==> config.mk <==
export PLATFORM = sky130hd
export DESIGN_NAME = gpdd_ctrl
export DESIGN_NICKNAME = d
export VERILOG_FILES = /design/src/rtl/gpdd_pkg.sv /design/src/rtl/gpdd_ctrl.sv
export SDC_FILE = /design/constraint.sdc
export NUM_CORES = 1
export LEC_CHECK = 0
export BUFFER_PORTS_ARGS = -buffer_cell sky130_fd_sc_hd__buf_2
export CAP_MARGIN = 10
export CORE_AREA = 10 10 47 49
export DETAILED_ROUTE_END_ITERATION = 7
export DIE_AREA = 0 0 57 59
export PLACE_DENSITY = 0.36
export SYNTH_ARGS = -nofsm -noshare
export SYNTH_HDL_FRONTEND = slang
export SYNTH_SLANG_ARGS = --single-unit
==> constraint.sdc <==
create_clock -name clk -period 1.8 [get_ports clk]
set_clock_uncertainty 0.15 [all_clocks]
set_input_delay 0.18 -clock clk [delete_from_list [all_inputs] [get_ports clk]]
set_output_delay 0.18 -clock clk [all_outputs]
set_load 0.05 [all_outputs]
==> src/rtl/gpdd_pkg.sv <==
// ----------------------------------------------------------------------------
// gpdd_pkg
// Shared types and constants for the GF(2) P*L*U product dedup block.
// ----------------------------------------------------------------------------
package gpdd_pkg;

	localparam int MAT_DIM_DEF = 4;

	localparam int PROD_W      = 16;
	localparam int COUNT_W     = 17;
	localparam int SEEN_ROW_W  = 32;
	localparam int SEEN_SEL_W  = $clog2(SEEN_ROW_W);
	localparam int SEEN_ROWS   = (1 << PROD_W) / SEEN_ROW_W;
	localparam int SEEN_ADDR_W = $clog2(SEEN_ROWS);
	localparam int COUNT_MAX   = 1 << PROD_W;

	typedef struct packed {
		logic [7:0] row_map;
		logic [5:0] lower_bits;
		logic [5:0] upper_bits;
	} in_word_t;

	typedef struct packed {
		logic [PROD_W-1:0]  product_bits;
		logic               is_new;
		logic [COUNT_W-1:0] distinct_count;
	} out_word_t;

	typedef struct packed {
		logic clear_en;
		logic load;
		logic update;
	} dp_cmd_t;

	typedef struct packed {
		logic clear_last;
	} dp_status_t;

endpackage

==> src/rtl/gpdd_ctrl.sv <==
// ----------------------------------------------------------------------------
// gpdd_ctrl
// Sequencer: bitmap clearing pass, then load, lookup and update per word.
// ----------------------------------------------------------------------------
module gpdd_ctrl import gpdd_pkg::*; (
	input  logic       clk,
	input  logic       arst_n,
	input  logic       start,
	input  dp_status_t status,
	output dp_cmd_t    cmd,
	output logic       busy,
	output logic       done
);

	typedef enum logic [1:0] {
		ST_CLEAR,
		ST_IDLE,
		ST_LOOKUP,
		ST_UPDATE
	} state_t;

	state_t state_q;
	logic   done_q;

	assign cmd.clear_en = (state_q == ST_CLEAR);
	assign cmd.load     = (state_q == ST_IDLE) && start;
	assign cmd.update   = (state_q == ST_UPDATE);
	assign busy         = (state_q != ST_IDLE);
	assign done         = done_q;

	always_ff @(posedge clk or negedge arst_n) begin
		if (!arst_n) begin
			state_q <= ST_CLEAR;
			done_q  <= 1'b0;
		end else begin
			done_q <= (state_q == ST_UPDATE);
			case (state_q)
				ST_CLEAR: begin
					if (status.clear_last) begin
						state_q <= ST_IDLE;
					end
				end
				ST_IDLE: begin
					if (start) begin
						state_q <= ST_LOOKUP;
					end
				end
				ST_LOOKUP: begin
					state_q <= ST_UPDATE;
				end
				ST_UPDATE: begin
					state_q <= ST_IDLE;
				end
				default: begin
					state_q <= ST_IDLE;
				end
			endcase
		end
	end

`ifndef SYNTHESIS
	a_done_after_update: assert property (@(posedge clk) disable iff (!arst_n)
		done |-> $past(state_q == ST_UPDATE))
		else $error("done without an update cycle");
	a_load_to_lookup: assert property (@(posedge clk) disable iff (!arst_n)
		cmd.load |=> state_q == ST_LOOKUP)
		else $error("load did not advance to lookup");
	a_cmd_exclusive: assert property (@(posedge clk) disable iff (!arst_n)
		$onehot0({cmd.clear_en, cmd.load, cmd.update}))
		else $error("overlapping datapath commands");
	a_clear_exit: assert property (@(posedge clk) disable iff (!arst_n)
		(cmd.clear_en && status.clear_last) |=> state_q == ST_IDLE)
		else $error("clearing pass did not end");
`endif

endmodule

==> impl_metrics.csv, run 1 <==
group,metric,value,unit
status,status,"finished, final reports clean",
global_routing,grt_use_total,3.03,%
finish,layout_commonest_cell,"buf_2",
finish,layout_common_cells,"buf_2, inv_1, ha_1, clkbuf_4, dfrtp_1",
clock_network,clock_path_buffers,2,
clock_network,cts_tree,"yes",
setup_path,rr_startpoint,"state_q[0]$_DFFE_PN0P_",
setup_path,worstPathRequired,1.47,ns
synth,ys_types,8,
finish,layout-drive-gt1-share,51.7,%
clock_network,cts_resized,0,
synth,syn_nets,23,
global_routing,grt_remaining_overflow,0,
timing,tightest_slew,0.259,ns
place,hpwl,341,microns
worst_hold_path,hp-start,"status",
finish,stdcell_count,45,
synth,avgSynthCellArea,11.2,sq um
timing,period_share,91.8,%
routing,wl_per_cell,9.64,microns
timing,slew_headroom,82.8,%
synth,ys.warnings.count,0,
synth,postSynthRegisterBits,3,
timing,finalSetupViolCount,0,
finish,fin_area,278,sq um
synth,syn_inst,16,
synth,syn_area,179,sq um
flow_run,drv_cap,0,
timing,fmax,605,MHz
die,rows,14,
clock_network,post_cts_buffers,0,
die,die_x,57,microns
synth,synth_area_leaders,"dfrtp_1, ha_1, inv_1",
die,floorplan.die_area,3360,sq um
finish,nNetsFinal,37,
die,start_util,12.8,%
clock_network,cts_root_buf,"clkbuf_4",
die,ioPinCount,9,
die,die_y,59,microns
finish,num_antenna_cells,0,
clock_network,cts_made_buffers,3,
clock_network,cts_max_level,1,
worst_hold_path,hold_end,"state_q[0]$_DFFE_PN0P_",
global_routing,grt_pass1_vias,188,
setup_path,r2r_end,"state_q[1]$_DFFE_PN0P_",
synth,synth-seq-area-share,42.0,%
timing,hold_viol_final,0,
routing,drc,0,
setup_path,critPathKind,"flip-flop to primary output",
synth,yosysTopAreaCell,"dfrtp_1",
place,placed_area,241,sq um
synth,yosys.area.top_type_share,42.0,%
clock_network,cts.sinks,3,
clock_network,worstSkewPairLatency,0.23,ns
global_routing,antenna_found_initial,0,
timing,period_minus_slack,1.65,ns
setup_path,end_kind,"primary output",
routing,routed_wl,434,microns
finish,area.growth.synth_to_final,55.2,%
setup_path,arrival,1.32,ns
setup_path,crit_fanout,3,
worst_hold_path,hold_class,"primary input to flip-flop",
place,gp_congestion,0.563,
setup_path,startpoint_type,"flip-flop",
die,fp.coreArea,1400,sq um
timing,slew_viol_final,0,
place,portBuffers,8,
place,place_inst,40,
timing,rsz0062_at_grt,"false",
setup_path,r2r_slack,0.32,ns
global_routing,grt_pass1_wl,710,microns
setup_path,rr_worst_depth,5,
finish,fin_util,19.8,%
routing,vias,154,
routing,firstDrtPassIters,1,
global_routing,grt_max_degree,5,
timing,tns,0,ns
worst_hold_path,hold_depth,3,
routing,drtIter0Drc,0,
clock_network,clk_pin_slew,0.04,ns
routing,antenna_left,0,
routing,via_per_inst,3.42,
==> what timing repair did <==
item,in CTS,in global routing
endpoints found under the setup margin,0,0
endpoints found under the hold margin,3,0
hold buffers,1,0
==> worst max-delay path, cell delays in order, from the launching register on <==
cell	delay, ns
dfrtp_1	0.39
inv_1	0.09
ha_1	0.20
inv_1	0.08
nor2_2	0.07
buf_2	0.26
==> state kept, by name, summed over array words and instances (netlist names) <==
register / count
done: 1
state_q: 2
==> kinds of logic (layout without fill, tap and decap cells) <==
kind of cell	Yosys count	count (layout)	share of synthesized area [%]
AOI/OAI and AO/OA	3	3	10.5
adders and majority gates	3	3	21.0
DFF	3	3	42.0
muxes	1	1	8.39
buffers and inverters	4	17	8.39
and+or+nand+nor	2	2	9.79
==> worst max path at each step <==
stage                     cells after the start              startpoint                endpoint  slack (ns)
final                                         5  state_q[1]$_DFFE_PN0P_                  cmd[1]        0.15
after global routing                          5  state_q[1]$_DFFE_PN0P_                  cmd[1]        0.07
after CTS                                     5  state_q[1]$_DFFE_PN0P_                  cmd[1]        0.13
after detailed placement                      5  state_q[0]$_DFFE_PN0P_  state_q[1]$_DFFE_PN0P_        0.32
after global placement                        5  state_q[0]$_DFFE_PN0P_  state_q[1]$_DFFE_PN0P_        0.35
after floorplan                               5  state_q[0]$_DFFE_PN0P_  state_q[1]$_DFFE_PN0P_        0.04
==> area by class of cell <==
type	count	area, sq um
fill	177	1120
timing repair buffer	9	50.0
tap	16	20.0
inverter	4	15.0
clock buffer	4	26.3
sequential	3	75.1
multi-input combinational	9	91.3
==> through the flow <==
step / worst slack, ns / hold slack (ns)
6_report: 0.148 / 0.122
3_5_place_dp: 0.322 / -0.172
2_1_floorplan: 0.0412 / -0.266
3_3_place_gp: 0.355 / -0.176
5_1_grt: 0.0685 / 0.145
4_1_cts: 0.134 / 0.117
==> cell usage after synthesis <==
cell / instances
nor2b_4: 1
dfrtp_1: 3
ha_1: 3
mux2_4: 1
nor2_1: 1
o21ai_0: 2
inv_1: 4
a21oi_2: 1
==> per-layer routing <==
layer	vias up	global-route usage [%]	wire, microns
met2	9	3.10	150
met5	-	0	0
li1	74	-	-
met4	0	4.03	4
met1	69	2.51	176
met3	2	3.65	103
Power of run 1 is not shown: default switching activity piles up to over one toggle a cycle in this logic, so the estimate is an artifact.
==> inputs of run 2 (changes only) <==
--- a/constraint.sdc
+++ b/constraint.sdc
@@ -4,2 +4,2 @@
 set_output_delay 0.18 -clock clk [all_outputs]
-set_load 0.05 [all_outputs]
+set_load 0.005 [all_outputs]
==> impl_metrics.csv, run 2 (synthesized netlist as in run 1, its figures left out) <==
group,metric,value,unit
clock_network,cts_resized,0,
die,die_x,57,microns
routing,via_per_inst,3.29,
timing,slew_headroom,88.2,%
finish,num_antenna_cells,0,
setup_path,r2r_end,"state_q[1]$_DFFE_PN0P_",
die,floorplan.die_area,3360,sq um
setup_path,crit_path_end,"cmd[1]",
timing,hold_viol_final,0,
power_and_ir_drop,leakagePower,0.151,nW
setup_path,arrival,1.15,ns
setup_path,crit_start,"state_q[1]$_DFFE_PN0P_",
global_routing,antenna_found_initial,0,
global_routing,grt_pass1_vias,174,
flow_run,drv_cap,0,
setup_path,crit_fanout,3,
die,ioPinCount,9,
power_and_ir_drop,finalPower,0.000439,W
timing,tns,0,ns
routing,drc,0,
finish,largest_register_ffs,2,
global_routing,grt_use_total,2.94,%
finish,layout-drive-gt1-share,48.3,%
setup_path,r2r_slack,0.33,ns
power_and_ir_drop,vdd_drop_max,479,uV
place,hpwl,346,microns
clock_network,holdBufCountCts,1,
global_routing,grt_remaining_overflow,0,
worst_hold_path,hold_class,"primary input to async pin",
clock_network,clock_path_buffers,2,
clock_network,cts.sinks,3,
setup_path,end_kind,"primary output",
setup_path,worstPathRequired,1.47,ns
clock_network,clk_pin_slew,0.03,ns
finish,fin_area,275,sq um
clock_network,cts_made_buffers,3,
die,rows,14,
power_and_ir_drop,p_per_area,1590,nW/um^2
finish,layout_common_cells,"buf_2, inv_1, ha_1, clkbuf_4, dfrtp_1",
status,status,"finished, final reports clean",
place,portBuffers,8,
setup_path,rr_startpoint,"state_q[0]$_DFFE_PN0P_",
routing,firstDrtPassIters,3,
die,fp.coreArea,1400,sq um
clock_network,cts_tree,"yes",
setup_path,critPathKind,"flip-flop to primary output",
place,gp_congestion,0.547,
setup_path,startpoint_type,"flip-flop",
routing,drtIter0Drc,1,
global_routing,grt_max_degree,5,
timing,period_minus_slack,1.48,ns
timing,slew_viol_final,0,
die,die_y,59,microns
finish,nNetsFinal,37,
routing,routed_wl,395,microns
routing,antenna_left,0,
timing,tightest_slew,0.175,ns
clock_network,cts_max_level,1,
timing,period_share,82.4,%
place,placed_area,239,sq um
finish,layout_commonest_cell,"buf_2",
finish,area.growth.synth_to_final,53.8,%
routing,vias,148,
setup_path,rr_worst_depth,5,
routing,wl_per_cell,8.78,microns
timing,rsz0062_at_grt,"false",
timing,finalSetupViolCount,0,
global_routing,grt_pass1_wl,690,microns
clock_network,cts_root_buf,"clkbuf_4",
finish,fin_util,19.6,%
die,start_util,12.8,%
finish,max_flop_register,"state_q",
clock_network,worstSkewPairLatency,0.23,ns
timing,fmax,674,MHz
clock_network,post_cts_buffers,0,
[run 2: worst min path at each step]
| stage | startpoint | slack [ns] | end |
|---|---|---|---|
| after floorplan | arst_n | -0.27 | done$_DFF_PN0_ |
| after global placement | arst_n | -0.18 | done$_DFF_PN0_ |
| after detailed placement | arst_n | -0.17 | done$_DFF_PN0_ |
| after CTS | arst_n | 0.13 | state_q[1]$_DFFE_PN0P_ |
| after global routing | arst_n | 0.14 | state_q[1]$_DFFE_PN0P_ |
| final | arst_n | 0.13 | state_q[1]$_DFFE_PN0P_ |
[run 2: area by class of cell]
| cell class | count | area, sq um |
|---|---|---|
| Multi-Input combinational cell | 9 | 88.8 |
| Tap cell | 16 | 20.0 |
| Inverter | 4 | 15.0 |
| Fill cell | 160 | 1130 |
| Clock buffer | 4 | 26.3 |
| Sequential cell | 3 | 75.1 |
| Timing Repair Buffer | 9 | 50.0 |
[run 2: per-stage QoR]
step	setup WS (ns)	std cells	hold slack (ns)
final	0.316	45	0.133
after floorplan	0.376	16	-0.266
after CTS	0.298	45	0.125
after detailed placement	0.336	40	-0.168
after global placement	0.357	40	-0.176
after global routing	0.183	45	0.138
[run 2: metal layers]
| layer | vias up | global-route usage [%] | wire, microns |
|---|---|---|---|
| met2 | 9 | 2.95 | 128 |
| met5 | - | 0 | 0 |
| met4 | 0 | 2.01 | 0 |
| li1 | 76 | - | - |
| met1 | 63 | 2.86 | 204 |
| met3 | 0 | 4.08 | 62 |
[run 2: critical path, cell delays in order (launching register included)]
cell and delay (ns):
dfrtp_1 0.39, inv_1 0.08, ha_1 0.20, inv_1 0.06, nor2_1 0.08, buf_2 0.12
[run 2: where the power goes]
group | internal, W | switching, W
Combinational | 0.000112 | 0.0000906
Sequential | 0.000101 | 0.0000214
Clock | 0.0000828 | 0.0000309
Note: power is estimated with default switching activity, not from simulation.
==> inputs of run 3 (changes only) <==
- PLACE_DENSITY: 0.36 -> 0.37
- clock period: 1.8 -> 1.3 ns (I/O delays scaled with it)
==> impl_metrics.csv, run 3 (synthesized netlist as in run 1, its figures left out) <==
group,metric,value,unit
status,status,"finished, violations left",
status,failed_checks,"negative setup slack",
setup_path,startpoint_type,"flip-flop",
power_and_ir_drop,vdd_drop_max,858,uV
setup_path,r2r_end,"state_q[1]$_DFFE_PN0P_",
finish,layout_common_cells,"buf_2, buf_4, clkbuf_4, dfrtp_1",
finish,layout-drive-gt1-share,73.5,%
routing,routed_wl,526,microns
setup_path,r2r_slack,-0.15,ns
place,portBuffers,8,
routing,drc,0,
setup_path,critPathKind,"flip-flop to flip-flop",
setup_path,crit_fanout,3,
setup_path,rr_worst_depth,5,
clock_network,clock_path_buffers,2,
power_and_ir_drop,p_per_area,2320,nW/um^2
finish,nNetsFinal,42,
routing,antenna_left,0,
die,die_y,59,microns
global_routing,grt_pass1_wl,883,microns
timing,slew_headroom,91.3,%
clock_network,cts_made_buffers,3,
global_routing,grt_remaining_overflow,0,
flow_run,drv_cap,0,
clock_network,cts_max_level,1,
timing,fmax,692,MHz
routing,via_per_inst,3.44,
place,gp_congestion,0.603,
timing,tightest_slew,0.130,ns
clock_network,cts.sinks,3,
setup_path,worstPathRequired,1.27,ns
global_routing,grt_use_total,3.81,%
routing,vias,172,
finish,fin_area,348,sq um
timing,slew_viol_final,0,
place,hpwl,334,microns
finish,layout_commonest_cell,"buf_2",
clock_network,clk_pin_slew,0.04,ns
routing,firstDrtPassIters,1,
timing,tns,-0.371,ns
routing,drtIter0Drc,0,
setup_path,rr_startpoint,"state_q[0]$_DFFE_PN0P_",
finish,largest_register_ffs,2,
timing,finalSetupViolCount,4,
setup_path,arrival,1.42,ns
die,ioPinCount,9,
clock_network,worstSkewPairLatency,0.24,ns
place,detailedPlace.worstSlack,-0.133,ns
place,place_inst,42,
place,placed_area,256,sq um
timing,period_share,111,%
finish,stdcell_count,50,
global_routing,antenna_found_initial,0,
finish,max_flop_register,"state_q",
finish,num_antenna_cells,0,
clock_network,cts_tree,"yes",
routing,wl_per_cell,10.5,microns
setup_path,end_kind,"flip-flop",
finish,fillers,157,
die,rows,14,
finish,area.growth.synth_to_final,94.4,%
timing,setup_slack,-0.146,ns
clock_network,cts_root_buf,"clkbuf_4",
timing,period_minus_slack,1.45,ns
global_routing,grt_pass1_vias,190,
die,start_util,12.8,%
global_routing,grt_max_degree,4,
power_and_ir_drop,leakagePower,0.175,nW
timing,rsz0062_at_grt,"true",
power_and_ir_drop,finalPower,0.000805,W
die,floorplan.die_area,3360,sq um
timing,hold_viol_final,0,
die,die_x,57,microns
die,fp.coreArea,1400,sq um
worst_hold_path,hold_class,"primary input to async pin",
[run 3: changes by cell type in the layout (fill, tap and decap cells not counted), sizes merged]
| cell | before | now |
|---|---|---|
| buf | 8 | 13 |
[run 3: layout make-up]
| type | instances | area, sq um | share of cell area, % |
|---|---|---|---|
| Inverter | 4 | 15.0 | 4.32 |
| Timing Repair Buffer | 14 | 91.3 | 26.3 |
| Multi-Input combinational cell | 9 | 120 | 34.5 |
| Clock buffer | 4 | 26.3 | 7.55 |
| Sequential cell | 3 | 75.1 | 21.6 |
| Tap cell | 16 | 20.0 | 5.76 |
[run 3: where the power goes]
group | switching (W) | total (W) | internal, W
sequential | 0.0000272 | 0.000166 | 0.000139
combinational | 0.000194 | 0.000464 | 0.000271
clock | 0.0000590 | 0.000175 | 0.000116
total | 0.000280 | 0.000805 | 0.000526
[run 3: timing repair]
action	4_1_cts	5_1_grt
hold endpoints to repair	3	0
setup buffers	2	1
pin swaps	0	1
hold buffers	1	0
gates resized for setup	8	2
endpoints found under the setup margin	5	6
[run 3: through the flow]
step	hold WS (ns)	util (%)
3_5_place_dp	-0.221	18.3
3_3_place_gp	-0.226	18.3
5_1_grt	0.0638	24.8
4_1_cts	0.0545	24.0
6_report	0.0687	24.8
2_1_floorplan	-0.316	-
[run 3: worst max-delay path, cell delays in order, from the launching register on]
cell	delay, ns
dfrtp_1	0.38
inv_1	0.06
ha_2	0.17
nor2b_4	0.12
a21oi_2	0.13
mux2_4	0.31
[run 3: worst max-delay path by stage]
stage	depth (start not counted)	slack [ns]	end	start
2_1_floorplan	5	-0.08	state_q[1]$_DFFE_PN0P_	state_q[1]$_DFFE_PN0P_
3_3_place_gp	5	-0.11	state_q[1]$_DFFE_PN0P_	state_q[0]$_DFFE_PN0P_
3_5_place_dp	5	-0.13	state_q[1]$_DFFE_PN0P_	state_q[0]$_DFFE_PN0P_
4_1_cts	5	-0.12	state_q[1]$_DFFE_PN0P_	state_q[1]$_DFFE_PN0P_
5_1_grt	5	-0.18	state_q[1]$_DFFE_PN0P_	state_q[0]$_DFFE_PN0P_
6_report	5	-0.15	state_q[1]$_DFFE_PN0P_	state_q[0]$_DFFE_PN0P_
[run 3: layer usage]
| metal | up-vias | part of all wire [%] | track usage, % |
|---|---|---|---|
| met1 | 71 | 46 | 3.82 |
| met4 | 0 | 1.5 | 2.01 |
| met3 | 2 | 20 | 5.58 |
| met5 | - | 0 | 0 |
| li1 | 84 | - | - |
| met2 | 15 | 32 | 3.72 |
